`config.mk`:
```
export PLATFORM = sky130hd
export DESIGN_NAME = tga_rle_pixel_decoder_core
export DESIGN_NICKNAME = d
export VERILOG_FILES = /design/src/design/tgard_pkg.sv /design/src/design/tgard_front.sv /design/src/design/tgard_queue.sv /design/src/design/tgard_back.sv /design/src/design/tga_rle_pixel_decoder_core.sv
export VERILOG_INCLUDE_DIRS = /design/src /design/src/design
export SDC_FILE = /design/constraint.sdc
export NUM_CORES = 1
export LEC_CHECK = 0
export ABC_AREA = 1
export CORE_MARGIN = 2
export CORE_UTILIZATION = 25
export CTS_BUF_LIST = sky130_fd_sc_hd__clkbuf_8
export DETAILED_ROUTE_END_ITERATION = 10
export DONT_BUFFER_PORTS = 1
export PLACE_DENSITY = 0.5
export RECOVER_POWER = 50
export SYNTH_ARGS = -nofsm -noshare
export SYNTH_HDL_FRONTEND = slang
export SYNTH_HIERARCHICAL = 1
export SYNTH_SLANG_ARGS = --single-unit
export TNS_END_PERCENT = 5
```
`constraint.sdc`:
```
create_clock -name clock -period 6.8 [get_ports clock]
set_input_delay 0.68 -clock clock [delete_from_list [all_inputs] [get_ports clock]]
set_output_delay 0.68 -clock clock [all_outputs]
set_load 0.05 [all_outputs]
```
`src/design/tga_rle_pixel_decoder_core_assert.svh`:
```
// ----------------------------------------------------------------------------
// tga_rle_pixel_decoder_core assertion macros
// concurrent checks clocked on clock, disabled while reset is high
// ----------------------------------------------------------------------------
`ifndef TGA_RLE_PIXEL_DECODER_CORE_ASSERT_SVH
`define TGA_RLE_PIXEL_DECODER_CORE_ASSERT_SVH

// same-cycle implication
`define TGARD_ASSERT_SAME(label, ante, cons) \
   label: assert property (@(posedge clock) disable iff (reset) (ante) |-> (cons)) \
      else $error("tgard same-cycle check failed");

// next-cycle implication
`define TGARD_ASSERT_NEXT(label, ante, cons) \
   label: assert property (@(posedge clock) disable iff (reset) (ante) |=> (cons)) \
      else $error("tgard next-cycle check failed");

`endif

```
`src/design/tgard_pkg.sv`:
```
// ----------------------------------------------------------------------------
// tgard_pkg
// types and constants shared by the run-length pixel decoder modules
// ----------------------------------------------------------------------------
package tgard_pkg;

   // command queue between front and back
   localparam int QUEUE_DEPTH = 4;
   localparam int QPTR_W      = $clog2(QUEUE_DEPTH);
   localparam int QCNT_W      = $clog2(QUEUE_DEPTH + 1);

   // input op codes
   localparam logic OP_DATA  = 1'b0;
   localparam logic OP_DRAIN = 1'b1;

   // packet header layout
   localparam int HDR_REPEAT_BIT = 7;

   // pixel format
   localparam logic [2:0] PIXEL_BYTES_FOUR  = 3'd4;
   localparam logic [2:0] PIXEL_BYTES_RESET = 3'd4;
   localparam logic [7:0] ALPHA_OPAQUE      = 8'hFF;

   // configuration register indexes
   typedef enum logic [1:0] {
      CSR_PIXEL_BYTES  = 2'd0,
      CSR_IMAGE_WIDTH  = 2'd1,
      CSR_IMAGE_HEIGHT = 2'd2
   } csr_index_type;

   typedef struct packed {
      logic       op;
      logic [7:0] data_byte;
   } req_payload_type;

   typedef struct packed {
      logic [7:0] blue;
      logic [7:0] green;
      logic [7:0] red;
      logic [7:0] alpha;
      logic       last_pixel;
      logic       status;
   } rsp_payload_type;

   // classified work for the back part
   typedef struct packed {
      logic        drop;
      logic        four_byte;
      logic        last;
      logic [31:0] pixel;
   } cmd_type;

   typedef struct packed {
      logic not_empty;
      logic full;
   } queue_status_type;

endpackage

```
`src/design/tgard_front.sv`:
```
// ----------------------------------------------------------------------------
// tgard_front
// packet parser: assembles pixels, tracks runs and the image pixel count,
// and turns each accepted byte or drain tick into at most one command
// ----------------------------------------------------------------------------
module tgard_front
   import tgard_pkg::*;
(
   input  logic            clock,
   input  logic            reset,
   input  logic            accept,
   input  req_payload_type req_item,
   input  logic [2:0]      pixel_bytes,
   input  logic [31:0]     image_total,
   output logic            cmd_valid,
   output cmd_type         cmd
);

   logic        expect_header_ff, expect_header_in;
   logic        is_repeat_ff, is_repeat_in;
   logic [7:0]  packet_remaining_ff, packet_remaining_in;
   logic [1:0]  byte_position_ff, byte_position_in;
   logic [31:0] pixel_assembly_ff, pixel_assembly_in;
   logic [7:0]  repeats_pending_ff, repeats_pending_in;
   logic [31:0] pixels_emitted_ff, pixels_emitted_in;

   logic        four_byte;
   logic        last_hit;
   logic        pixel_done;
   logic [1:0]  position_next;
   logic [31:0] assembly_next;
   logic [7:0]  remaining_dec;

   // state registers
   always_ff @(posedge clock) begin
      if (reset) begin
         expect_header_ff    <= 1'b1;
         is_repeat_ff        <= 1'b0;
         packet_remaining_ff <= '0;
         byte_position_ff    <= '0;
         pixel_assembly_ff   <= '0;
         repeats_pending_ff  <= '0;
         pixels_emitted_ff   <= '0;
      end else begin
         expect_header_ff    <= expect_header_in;
         is_repeat_ff        <= is_repeat_in;
         packet_remaining_ff <= packet_remaining_in;
         byte_position_ff    <= byte_position_in;
         pixel_assembly_ff   <= pixel_assembly_in;
         repeats_pending_ff  <= repeats_pending_in;
         pixels_emitted_ff   <= pixels_emitted_in;
      end
   end

   // pixel size and end-of-image compare
   assign four_byte = (pixel_bytes == PIXEL_BYTES_FOUR);
   assign last_hit  = ({1'b0, pixels_emitted_ff} + 33'd1) >= {1'b0, image_total};

   // byte placement into the pixel word
   assign position_next = byte_position_ff + 2'd1;
   assign assembly_next = (byte_position_ff == 2'd0) ? {24'b0, req_item.data_byte}
      : (pixel_assembly_ff | ({24'b0, req_item.data_byte} << {byte_position_ff, 3'b000}));
   assign pixel_done    = (position_next == 2'd0) || (!four_byte && position_next == 2'd3);
   assign remaining_dec = (packet_remaining_ff != 8'd0) ? packet_remaining_ff - 8'd1
                                                        : packet_remaining_ff;

   // classify the accepted item
   always_comb begin
      expect_header_in    = expect_header_ff;
      is_repeat_in        = is_repeat_ff;
      packet_remaining_in = packet_remaining_ff;
      byte_position_in    = byte_position_ff;
      pixel_assembly_in   = pixel_assembly_ff;
      repeats_pending_in  = repeats_pending_ff;
      pixels_emitted_in   = pixels_emitted_ff;
      cmd_valid           = 1'b0;
      cmd.drop            = 1'b0;
      cmd.four_byte       = four_byte;
      cmd.last            = last_hit;
      cmd.pixel           = pixel_assembly_ff;

      if (accept) begin
         if (req_item.op == OP_DRAIN) begin
            // one copy of the pending run pixel
            if (repeats_pending_ff != 8'd0) begin
               cmd_valid          = 1'b1;
               pixels_emitted_in  = last_hit ? 32'd0 : pixels_emitted_ff + 32'd1;
               repeats_pending_in = last_hit ? 8'd0 : repeats_pending_ff - 8'd1;
            end
         end else if (repeats_pending_ff != 8'd0) begin
            // byte while a run is still pending
            cmd_valid = 1'b1;
            cmd.drop  = 1'b1;
         end else if (expect_header_ff) begin
            is_repeat_in        = req_item.data_byte[HDR_REPEAT_BIT];
            packet_remaining_in = {1'b0, req_item.data_byte[HDR_REPEAT_BIT-1:0]} + 8'd1;
            byte_position_in    = 2'd0;
            expect_header_in    = 1'b0;
         end else begin
            pixel_assembly_in = assembly_next;
            byte_position_in  = pixel_done ? 2'd0 : position_next;
            if (pixel_done) begin
               if (is_repeat_ff) begin
                  // run pixel complete, copies go out on drain ticks
                  repeats_pending_in  = packet_remaining_ff;
                  packet_remaining_in = 8'd0;
                  expect_header_in    = 1'b1;
               end else begin
                  cmd_valid           = 1'b1;
                  cmd.pixel           = assembly_next;
                  pixels_emitted_in   = last_hit ? 32'd0 : pixels_emitted_ff + 32'd1;
                  packet_remaining_in = remaining_dec;
                  if (remaining_dec == 8'd0) begin
                     expect_header_in = 1'b1;
                  end
               end
            end
         end
      end
   end

endmodule

```
`src/design/tgard_queue.sv`:
```
// ----------------------------------------------------------------------------
// tgard_queue
// small command queue that decouples the parser from the output side
// ----------------------------------------------------------------------------
module tgard_queue
   import tgard_pkg::*;
(
   input  logic             clock,
   input  logic             reset,
   input  logic             wr_en,
   input  cmd_type          wr_data,
   input  logic             rd_en,
   output cmd_type          rd_data,
   output queue_status_type status
);

   cmd_type             entry_ff [QUEUE_DEPTH];
   logic [QPTR_W-1:0]   wr_ptr_ff, wr_ptr_in;
   logic [QPTR_W-1:0]   rd_ptr_ff, rd_ptr_in;
   logic [QCNT_W-1:0]   count_ff, count_in;
   logic                do_write;
   logic                do_read;

   assign status.not_empty = (count_ff != '0);
   assign status.full      = (count_ff == QCNT_W'(QUEUE_DEPTH));
   assign do_write         = wr_en && !status.full;
   assign do_read          = rd_en && status.not_empty;

   // pointer and fill count
   always_comb begin
      wr_ptr_in = do_write ? wr_ptr_ff + QPTR_W'(1) : wr_ptr_ff;
      rd_ptr_in = do_read ? rd_ptr_ff + QPTR_W'(1) : rd_ptr_ff;
      count_in  = count_ff;
      if (do_write && !do_read) begin
         count_in = count_ff + QCNT_W'(1);
      end else if (do_read && !do_write) begin
         count_in = count_ff - QCNT_W'(1);
      end
   end

   always_ff @(posedge clock) begin
      if (reset) begin
         wr_ptr_ff <= '0;
         rd_ptr_ff <= '0;
         count_ff  <= '0;
      end else begin
         wr_ptr_ff <= wr_ptr_in;
         rd_ptr_ff <= rd_ptr_in;
         count_ff  <= count_in;
      end
   end

   // entry storage
   always_ff @(posedge clock) begin
      if (do_write) begin
         entry_ff[wr_ptr_ff] <= wr_data;
      end
   end

   assign rd_data = entry_ff[rd_ptr_ff];

endmodule

```
`src/design/tgard_back.sv`:
```
// ----------------------------------------------------------------------------
// tgard_back
// output stage: formats queued commands into result items and holds the
// oldest one until it is taken
// ----------------------------------------------------------------------------
module tgard_back
   import tgard_pkg::*;
(
   input  logic            clock,
   input  logic            reset,
   input  logic            cmd_valid,
   input  cmd_type         cmd,
   output logic            cmd_take,
   input  logic            pop,
   output logic            empty,
   output rsp_payload_type rsp_item
);

   logic            out_valid_ff, out_valid_in;
   rsp_payload_type out_item_ff, out_item_in;

   // load when the output register is free or being drained
   assign cmd_take     = cmd_valid && (!out_valid_ff || pop);
   assign out_valid_in = cmd_take || (out_valid_ff && !pop);

   // result formatting
   always_comb begin
      out_item_in = out_item_ff;
      if (cmd_take) begin
         if (cmd.drop) begin
            out_item_in        = '0;
            out_item_in.status = 1'b1;
         end else begin
            out_item_in.blue       = cmd.pixel[7:0];
            out_item_in.green      = cmd.pixel[15:8];
            out_item_in.red        = cmd.pixel[23:16];
            out_item_in.alpha      = cmd.four_byte ? cmd.pixel[31:24] : ALPHA_OPAQUE;
            out_item_in.last_pixel = cmd.last;
            out_item_in.status     = 1'b0;
         end
      end
   end

   always_ff @(posedge clock) begin
      if (reset) begin
         out_valid_ff <= 1'b0;
      end else begin
         out_valid_ff <= out_valid_in;
      end
   end

   always_ff @(posedge clock) begin
      out_item_ff <= out_item_in;
   end

   assign empty    = !out_valid_ff;
   assign rsp_item = out_item_ff;

endmodule

```
`src/design/tga_rle_pixel_decoder_core.sv`:
```
// ----------------------------------------------------------------------------
// tga_rle_pixel_decoder_core
// run-length pixel stream decoder: one stream byte or drain tick per transfer
// ----------------------------------------------------------------------------
// Takes one item per clock cycle while full is low, byte or drain tick, with no
// gaps required. The parser decides each item in the cycle it is accepted and
// writes at most one command into a four-entry queue; the output register loads
// the oldest queued command when it is free or being popped, and the result
// shows on rsp_item from that register. full rises only when the queue and the
// output register are all occupied and pop stays low. Configuration writes
// take effect on the next edge; the image size product is registered with them.
`include "tga_rle_pixel_decoder_core_assert.svh"

module tga_rle_pixel_decoder_core
   import tgard_pkg::*;
(
   input  logic            clock,
   input  logic            reset,
   input  logic            push,
   output logic            full,
   input  req_payload_type req_item,
   output logic            empty,
   input  logic            pop,
   output rsp_payload_type rsp_item,
   input  logic            csr_write_en,
   input  logic [1:0]      csr_index,
   input  logic [15:0]     csr_wdata
);

   logic [2:0]       pixel_bytes_ff, pixel_bytes_in;
   logic [15:0]      image_width_ff, image_width_in;
   logic [15:0]      image_height_ff, image_height_in;
   logic [31:0]      image_total_ff, image_total_in;
   logic             accept;
   logic             front_valid;
   cmd_type          front_cmd;
   cmd_type          queue_cmd;
   queue_status_type queue_status;
   logic             queue_take;

   // configuration registers
   always_comb begin
      pixel_bytes_in  = pixel_bytes_ff;
      image_width_in  = image_width_ff;
      image_height_in = image_height_ff;
      if (csr_write_en) begin
         unique case (csr_index)
            CSR_PIXEL_BYTES:  pixel_bytes_in  = csr_wdata[2:0];
            CSR_IMAGE_WIDTH:  image_width_in  = csr_wdata;
            CSR_IMAGE_HEIGHT: image_height_in = csr_wdata;
            default: ;
         endcase
      end
      image_total_in = image_width_in * image_height_in;
   end

   always_ff @(posedge clock) begin
      if (reset) begin
         pixel_bytes_ff  <= PIXEL_BYTES_RESET;
         image_width_ff  <= 16'd1;
         image_height_ff <= 16'd1;
         image_total_ff  <= 32'd1;
      end else begin
         pixel_bytes_ff  <= pixel_bytes_in;
         image_width_ff  <= image_width_in;
         image_height_ff <= image_height_in;
         image_total_ff  <= image_total_in;
      end
   end

   // input transfer
   assign full   = queue_status.full;
   assign accept = push && !full;

   tgard_front u_front (
      .clock       (clock),
      .reset       (reset),
      .accept      (accept),
      .req_item    (req_item),
      .pixel_bytes (pixel_bytes_ff),
      .image_total (image_total_ff),
      .cmd_valid   (front_valid),
      .cmd         (front_cmd)
   );

   tgard_queue u_queue (
      .clock   (clock),
      .reset   (reset),
      .wr_en   (front_valid),
      .wr_data (front_cmd),
      .rd_en   (queue_take),
      .rd_data (queue_cmd),
      .status  (queue_status)
   );

   tgard_back u_back (
      .clock     (clock),
      .reset     (reset),
      .cmd_valid (queue_status.not_empty),
      .cmd       (queue_cmd),
      .cmd_take  (queue_take),
      .pop       (pop),
      .empty     (empty),
      .rsp_item  (rsp_item)
   );

   // checks
   `TGARD_ASSERT_SAME(a_no_write_when_full, front_valid, !queue_status.full)
   `TGARD_ASSERT_NEXT(a_queue_feeds_output, empty && queue_status.not_empty, !empty)
   `TGARD_ASSERT_SAME(a_drop_is_blank, !empty && rsp_item.status,
      rsp_item.last_pixel == 1'b0 && rsp_item.alpha == 8'd0 && rsp_item.blue == 8'd0)

endmodule
```
Yosys cells after proc, flatten, opt, wreduce, memory -nomap -nowiden
Memories as Yosys holds them, arrays and structs flattened. A register that Yosys moved wholly into a read port is not among the register bits. Cells that the tools add are included.

Logic and storage cells: 135. Memories: 1. Memory bits (writable): 140. Output and inout port bits: 36. Bits in registers: 193.

Equality and inequality tests: 9. Shift operators: 1. Mux-type cells: 52. Bitwise gates (word level): 4. Multiply operators: 1. Reduce and logical (&&, ||, !) cells: 35. Order comparisons: 1. Add/sub/neg operators: 10.

Memories: u_queue.entry_ff (depth 4, width 35, rd ports 1, clocked after Yosys merged registers in 1, wr ports 1, line tgard_queue.sv:17) `cmd_type entry_ff [QUEUE_DEPTH];`.

Operators by type and width (count): 32-bit two-way mux (14); 8-bit two-way mux (12); 16-bit two-way mux (4); 32-bit by 1-bit adder with 33-bit output, second input constant (1); 33-bit by 32-bit greater-or-equal comparator with 1-bit output (1); 32-bit by 1-bit adder with 32-bit output, second input constant (1); 16-bit by 16-bit multiplier with 32-bit output (1); 32-bit OR (1); 8-bit by 5-bit << shifter with 32-bit output (1); 1-bit two-way mux (16); 8-bit nonzero test (2); 8-bit by 1-bit subtractor with 8-bit output, second input constant (2); 4-bit AND reduction (3); 6-bit AND reduction (2); 7-bit by 1-bit adder with 8-bit output, second input constant (1); 1-bit logical AND (8); 8-bit zero test (1); 2-bit two-way mux (4); 2-bit nonzero test (4); 2-bit by 1-bit adder with 2-bit output, second input constant (3); 3-bit == test, second input constant (2); 1-bit zero test (6); 2-bit zero test (3); 3-bit two-way mux (2); 11 further kinds (18).

Longest topological paths before layout
Depth after elaboration: 14. Depth in mapped cells: 31. Depth with buffers taken out: 29.

Modules after synthesis
The synthesis kept the hierarchy.

By module, submodules not included: tga_rle_pixel_decoder_core (area an instance 11463.5 sq um, times used 1, cells an instance 1509, sequential area each 1341.3 sq um); tgard_front (area an instance 6829.0 sq um, times used 1, cells an instance 1071, sequential area each 1681.6 sq um); tgard_queue (area an instance 5665.4 sq um, times used 1, cells an instance 407, sequential area each 4384.2 sq um); tgard_back (area an instance 1397.6 sq um, times used 1, cells an instance 112, sequential area each 1041.0 sq um).

Worst setup path before layout
OpenSTA, ideal clock, no wires.

Path type: input -> register. Start: in csr_index[0]. End: reg image_total_ff[31]. Slack: 0.936 ns. Library setup time: 0.115 ns. Stages on the path: 27. Required time: 6.685 ns. Data arrival time: 5.749 ns. Cells stage by stage: inv_1 -> nand3_4 -> buf_6 -> nand2_1 -> o21ai_4 -> inv_4 -> buf_12 -> nand2_2 -> fa_1 -> inv_1 -> fa_1 -> inv_1 -> fa_1 -> inv_1 -> fa_1 -> fa_1 -> inv_1 -> fa_1 -> inv_1 -> ha_1 -> nand2_1 -> nor2_1 -> nand3_1 -> nand3_1 -> nand2_1 -> a21oi_1 -> nor2_1.

Word-level cells in the longest chain between the ends: 4. Elaborated cells between the ends (all ways): 7. Those cells by class: mul (1); eq/ne (2); mux (4).

Ends and longest elaborated chain: start: declaration (line tga_rle_pixel_decoder_core.sv:26) `input logic [1:0] csr_index,`; 2-bit by 1-bit == test with 1-bit output / 2-bit == test (equally long branches) (line tga_rle_pixel_decoder_core.sv:47) `unique case (csr_index)`; 16-bit two-way mux (line tga_rle_pixel_decoder_core.sv:47); 16-bit two-way mux (line tga_rle_pixel_decoder_core.sv:46) `if (csr_write_en) begin`; 16-bit by 16-bit multiplier with 32-bit output (*) (line tga_rle_pixel_decoder_core.sv:54) `image_total_in = image_width_in * image_height_in;`; end signal: assignment (line tga_rle_pixel_decoder_core.sv:67) `image_total_ff <= image_total_in;`; end: declaration (line tga_rle_pixel_decoder_core.sv:33) `logic [31:0] image_total_ff, image_total_in;`.

Mark *: on every way between the ends. The rest lies on a longest branch, timed or not. A chain may end at the register's enable or synchronous reset.

Worst setup path after layout
Start: in csr_index[0]. End: reg image_total_ff[27].

Same word-level chain as after synthesis.

==> flow_summary.ini <==
[run_status]
status = finished, violations left
violations = max-capacitance violations, max-slew violations

[hold_path]
worstHoldEndpoint = u_front/pixels_emitted_ff[27]
min_from = reset
hold_depth = 1
holdCritPathClass = input pin to flip-flop

[yosys]
yosys_warnings = 6
synth_top_cells_by_count = 599 x inv_1, 592 x nand2_1, 425 x nor2_1, 195 x fa_1, 174 x edfxtp_1
syn-num-nets = 3477
yosysTopAreaCell = edfxtp_1
synth_adder_area_share_pct = 22.85
post-synth-top-count-cell = inv_1
synthTopCellsByArea = edfxtp_1 21%, fa_1 15%, dfxtp_1 13%, inv_1 8.9%, nand2_1 8.8%
synth_mux_area_share_pct = 0.1184
ys_async_sr_fraction_pct = 0
synth_top_family_by_area = adder cells
ys_ff_latch = 335
yosys.area_share.xor_xnor_pct = 1.392
synth_cells = 3099
netlist_area_um2 = 25360
synth_seq_area_share_pct = 33.32
synth_edf_count = 174
syn_area_per_cell_um2 = 8.182
synth_compound_area_share_pct = 10.06
yosys.area_share.simple_pct = 19.98
synth_flop_cell = edfxtp_1
synth_top_area_share_pct = 20.61
ys_types = 50

[clocking]
cts_tree = done
holdBufCountCts = 0
clockBufferDepth = 3
clkTransAtPathRegs_ns = 0.06
cts_resized = 0
cts_sinks = 335
cts_root_buf = clkbuf_8
cts_max_level = 2
worst_skew_pair.late_latency_ns = 0.69
cts-buffers-inserted = 58
cts_setup_buffers = 0

[die]
start_util_pct = 25.28
io_pins = 68
num_rows = 116
core_um2 = 100300
fp.dieW_um = 322.5
die_area_um2 = 104000
fp.dieH_um = 322.5

[global_route]
grt_pass1_vias = 19540
antenna_found_initial = 1
grt_max_degree = 101
track_usage_pct = 13.10
grt_first_pass_wirelength_um = 108000
grt_overflow = 0

[run]
maxCapViolCount = 11

[final_layout]
register_area_um2 = 8448
fin_nets = 3470
multi_input_area_um2 = 13800
syn_to_final_growth_pct = 9.746
design_area_um2 = 27830
drive_gt1_share_pct = 7.736
fillers = 10850

[route]
drtIter0Drc = 1108
drcViolationCount = 0
wl_um = 66390
vias = 19390
drt_pass1_iterations = 5
viasPerCell = 4.309
wl_per_cell_um = 14.75
ant_nets = 0

[sta]
hold_viol_final = 0
slew_viol_final = 421
max_slew_margin_pct = -106.8
setup_tns_ns = 0
fmax_mhz = 163.6
fin_crit_sh_pct = 89.90
rsz0062_at_grt = no
finalCriticalPeriod_ns = 6.113
skew_ns = 0.04851
setup_viol_count_final = 0
worst_pin_slew_ns = 3.102

[critical_path]
crit_slowest_cell = fa_1
reg2reg_depth = 24
crit_fanout = 24
crit_top_cell = fa_1
r2r_end = image_total_ff[21]
cp.arrival_ns = 6.67
worst-setup-path-type = input pin to flip-flop
r2r_slack_ns = 0.74
critPathLaunchType = input pin
reg2reg_from = image_width_ff[4]
cp_slowest_stage_delay_ns = 0.54
crit_path_end_kind = flip-flop
critPathRequiredTime_ns = 7.36

[place]
hpwl_um = 48700
placed_area_um2 = 26690
portBuffers = 0
gp_congestion = 0.8490

[power]
ir_drop_mv = 0.1964
p_per_area_nw_per_um2 = 263.9
p_leak_nw = 12.85
-- worst max-delay path by stage --
stage / startpoint / end / slack (ns) / cells past startpoint
detailed placement: csr_index[0] / image_total_ff[21] / 0.01 / 27
floorplan: csr_index[0] / image_total_ff[31] / 0.94 / 27
finish: csr_index[0] / image_total_ff[27] / 0.69 / 25
global placement: csr_index[0] / image_total_ff[21] / 0.005 / 25
global route: csr_index[0] / image_total_ff[29] / 0.32 / 25
CTS: csr_index[0] / image_total_ff[21] / 0.75 / 25
-- metrics by stage --
| step | power, W | instances | setup WS, ns | hold slack (ns) | util [%] |
|---|---|---|---|---|---|
| 6_report | 0.007343 | 4500 | 0.6868 | 0.06936 | 27.75 |
| 5_1_grt | 0.007929 | 4499 | 0.3163 | 0.02508 | 27.74 |
| 4_1_cts | 0.007474 | 4498 | 0.7519 | 0.05956 | 27.85 |
| 3_5_place_dp | 0.005472 | 4389 | 0.009557 | 0.4550 | 26.61 |
| 3_3_place_gp | 0.005462 | 4389 | 0.005040 | 0.4556 | 26.61 |
| 2_1_floorplan | 0.004838 | 3099 | 0.9359 | 0.4423 | - |
-- worst max-delay path: cells and delay by family --
kind                       cells  cell delay (ns)
AOI/OAI and AO/OA              1             0.28
adders and majority gates      7             3.46
and+or+nand+nor               11             1.45
buffers and inverters          6             0.80
-- power breakdown --
group	switching (W)	internal, W
registers	0.000471	0.00250
logic	0.00167	0.000759
clock network	0.000900	0.00104
total	0.00304	0.00431
-- cell type report --
type,count,share of cell area (%)
timing repair buffer,40,0.8948
antenna,2,0.01799
multi-input combinational,2023,49.60
clock inverter,37,0.8993
tap,1357,6.102
inverter,634,8.570
sequential,335,30.36
clock buffer,72,3.561
-- sequential cells by signal, indices dropped and copies added, names as in the netlist, named ones only --
| register | count |
|---|---|
| u_back/rsp_item | 34 |
| u_front/pixel_assembly_ff | 32 |
| u_queue/count_ff | 3 |
| u_queue/wr_ptr_ff | 2 |
| u_queue/entry_ff | 140 |
| image_total_ff | 32 |
| u_front/repeats_pending_ff | 8 |
| u_queue/rd_ptr_ff | 2 |
| image_width_ff | 16 |
| u_front/packet_remaining_ff | 8 |
| u_front/is_repeat_ff | 1 |
| u_front/pixels_emitted_ff | 32 |
| u_back/out_valid_ff | 1 |
| u_front/expect_header_ff | 1 |
| u_front/byte_position_ff | 2 |
| pixel_bytes_ff | 3 |
| image_height_ff | 16 |
-- kinds of logic after synthesis --
family          after synthesis
buf+inv                     741
xor+xnor                     36
simple gates               1219
mux                           3
flops                       335
fa+ha+maj                   346
compound gates              419
-- cell usage in the layout, fill, tap and decap left out, types with 8 or more instances in the layout --
cell type	count
o21ai_4	20
inv_2	32
nand2_2	16
nor2_2	13
o21ai_0	133
nor2_4	8
nor3_1	13
buf_4	22
nand2_1	593
fa_1	195
a21oi_1	158
dfxtp_1	161
clkbuf_8	72
o21ai_1	33
nand4_1	49
inv_1	616
ha_1	151
clkinv_2	11
xor2_1	22
xnor2_1	9
nand3_1	84
edfxtp_1	174
clkbuf_1	17
nor2_1	422
o22ai_1	36
a211oi_2	8
-- metal layers --
metal / up-vias / GRT usage, % / wire, um
met4: 0 / 4.299 / 1946
met5: - / 0 / 0
li1: 9663 / - / -
met1: 9216 / 16.75 / 29430
met2: 407 / 22.64 / 31930
met3: 105 / 1.852 / 3082
(Power assumes the default switching activity.)
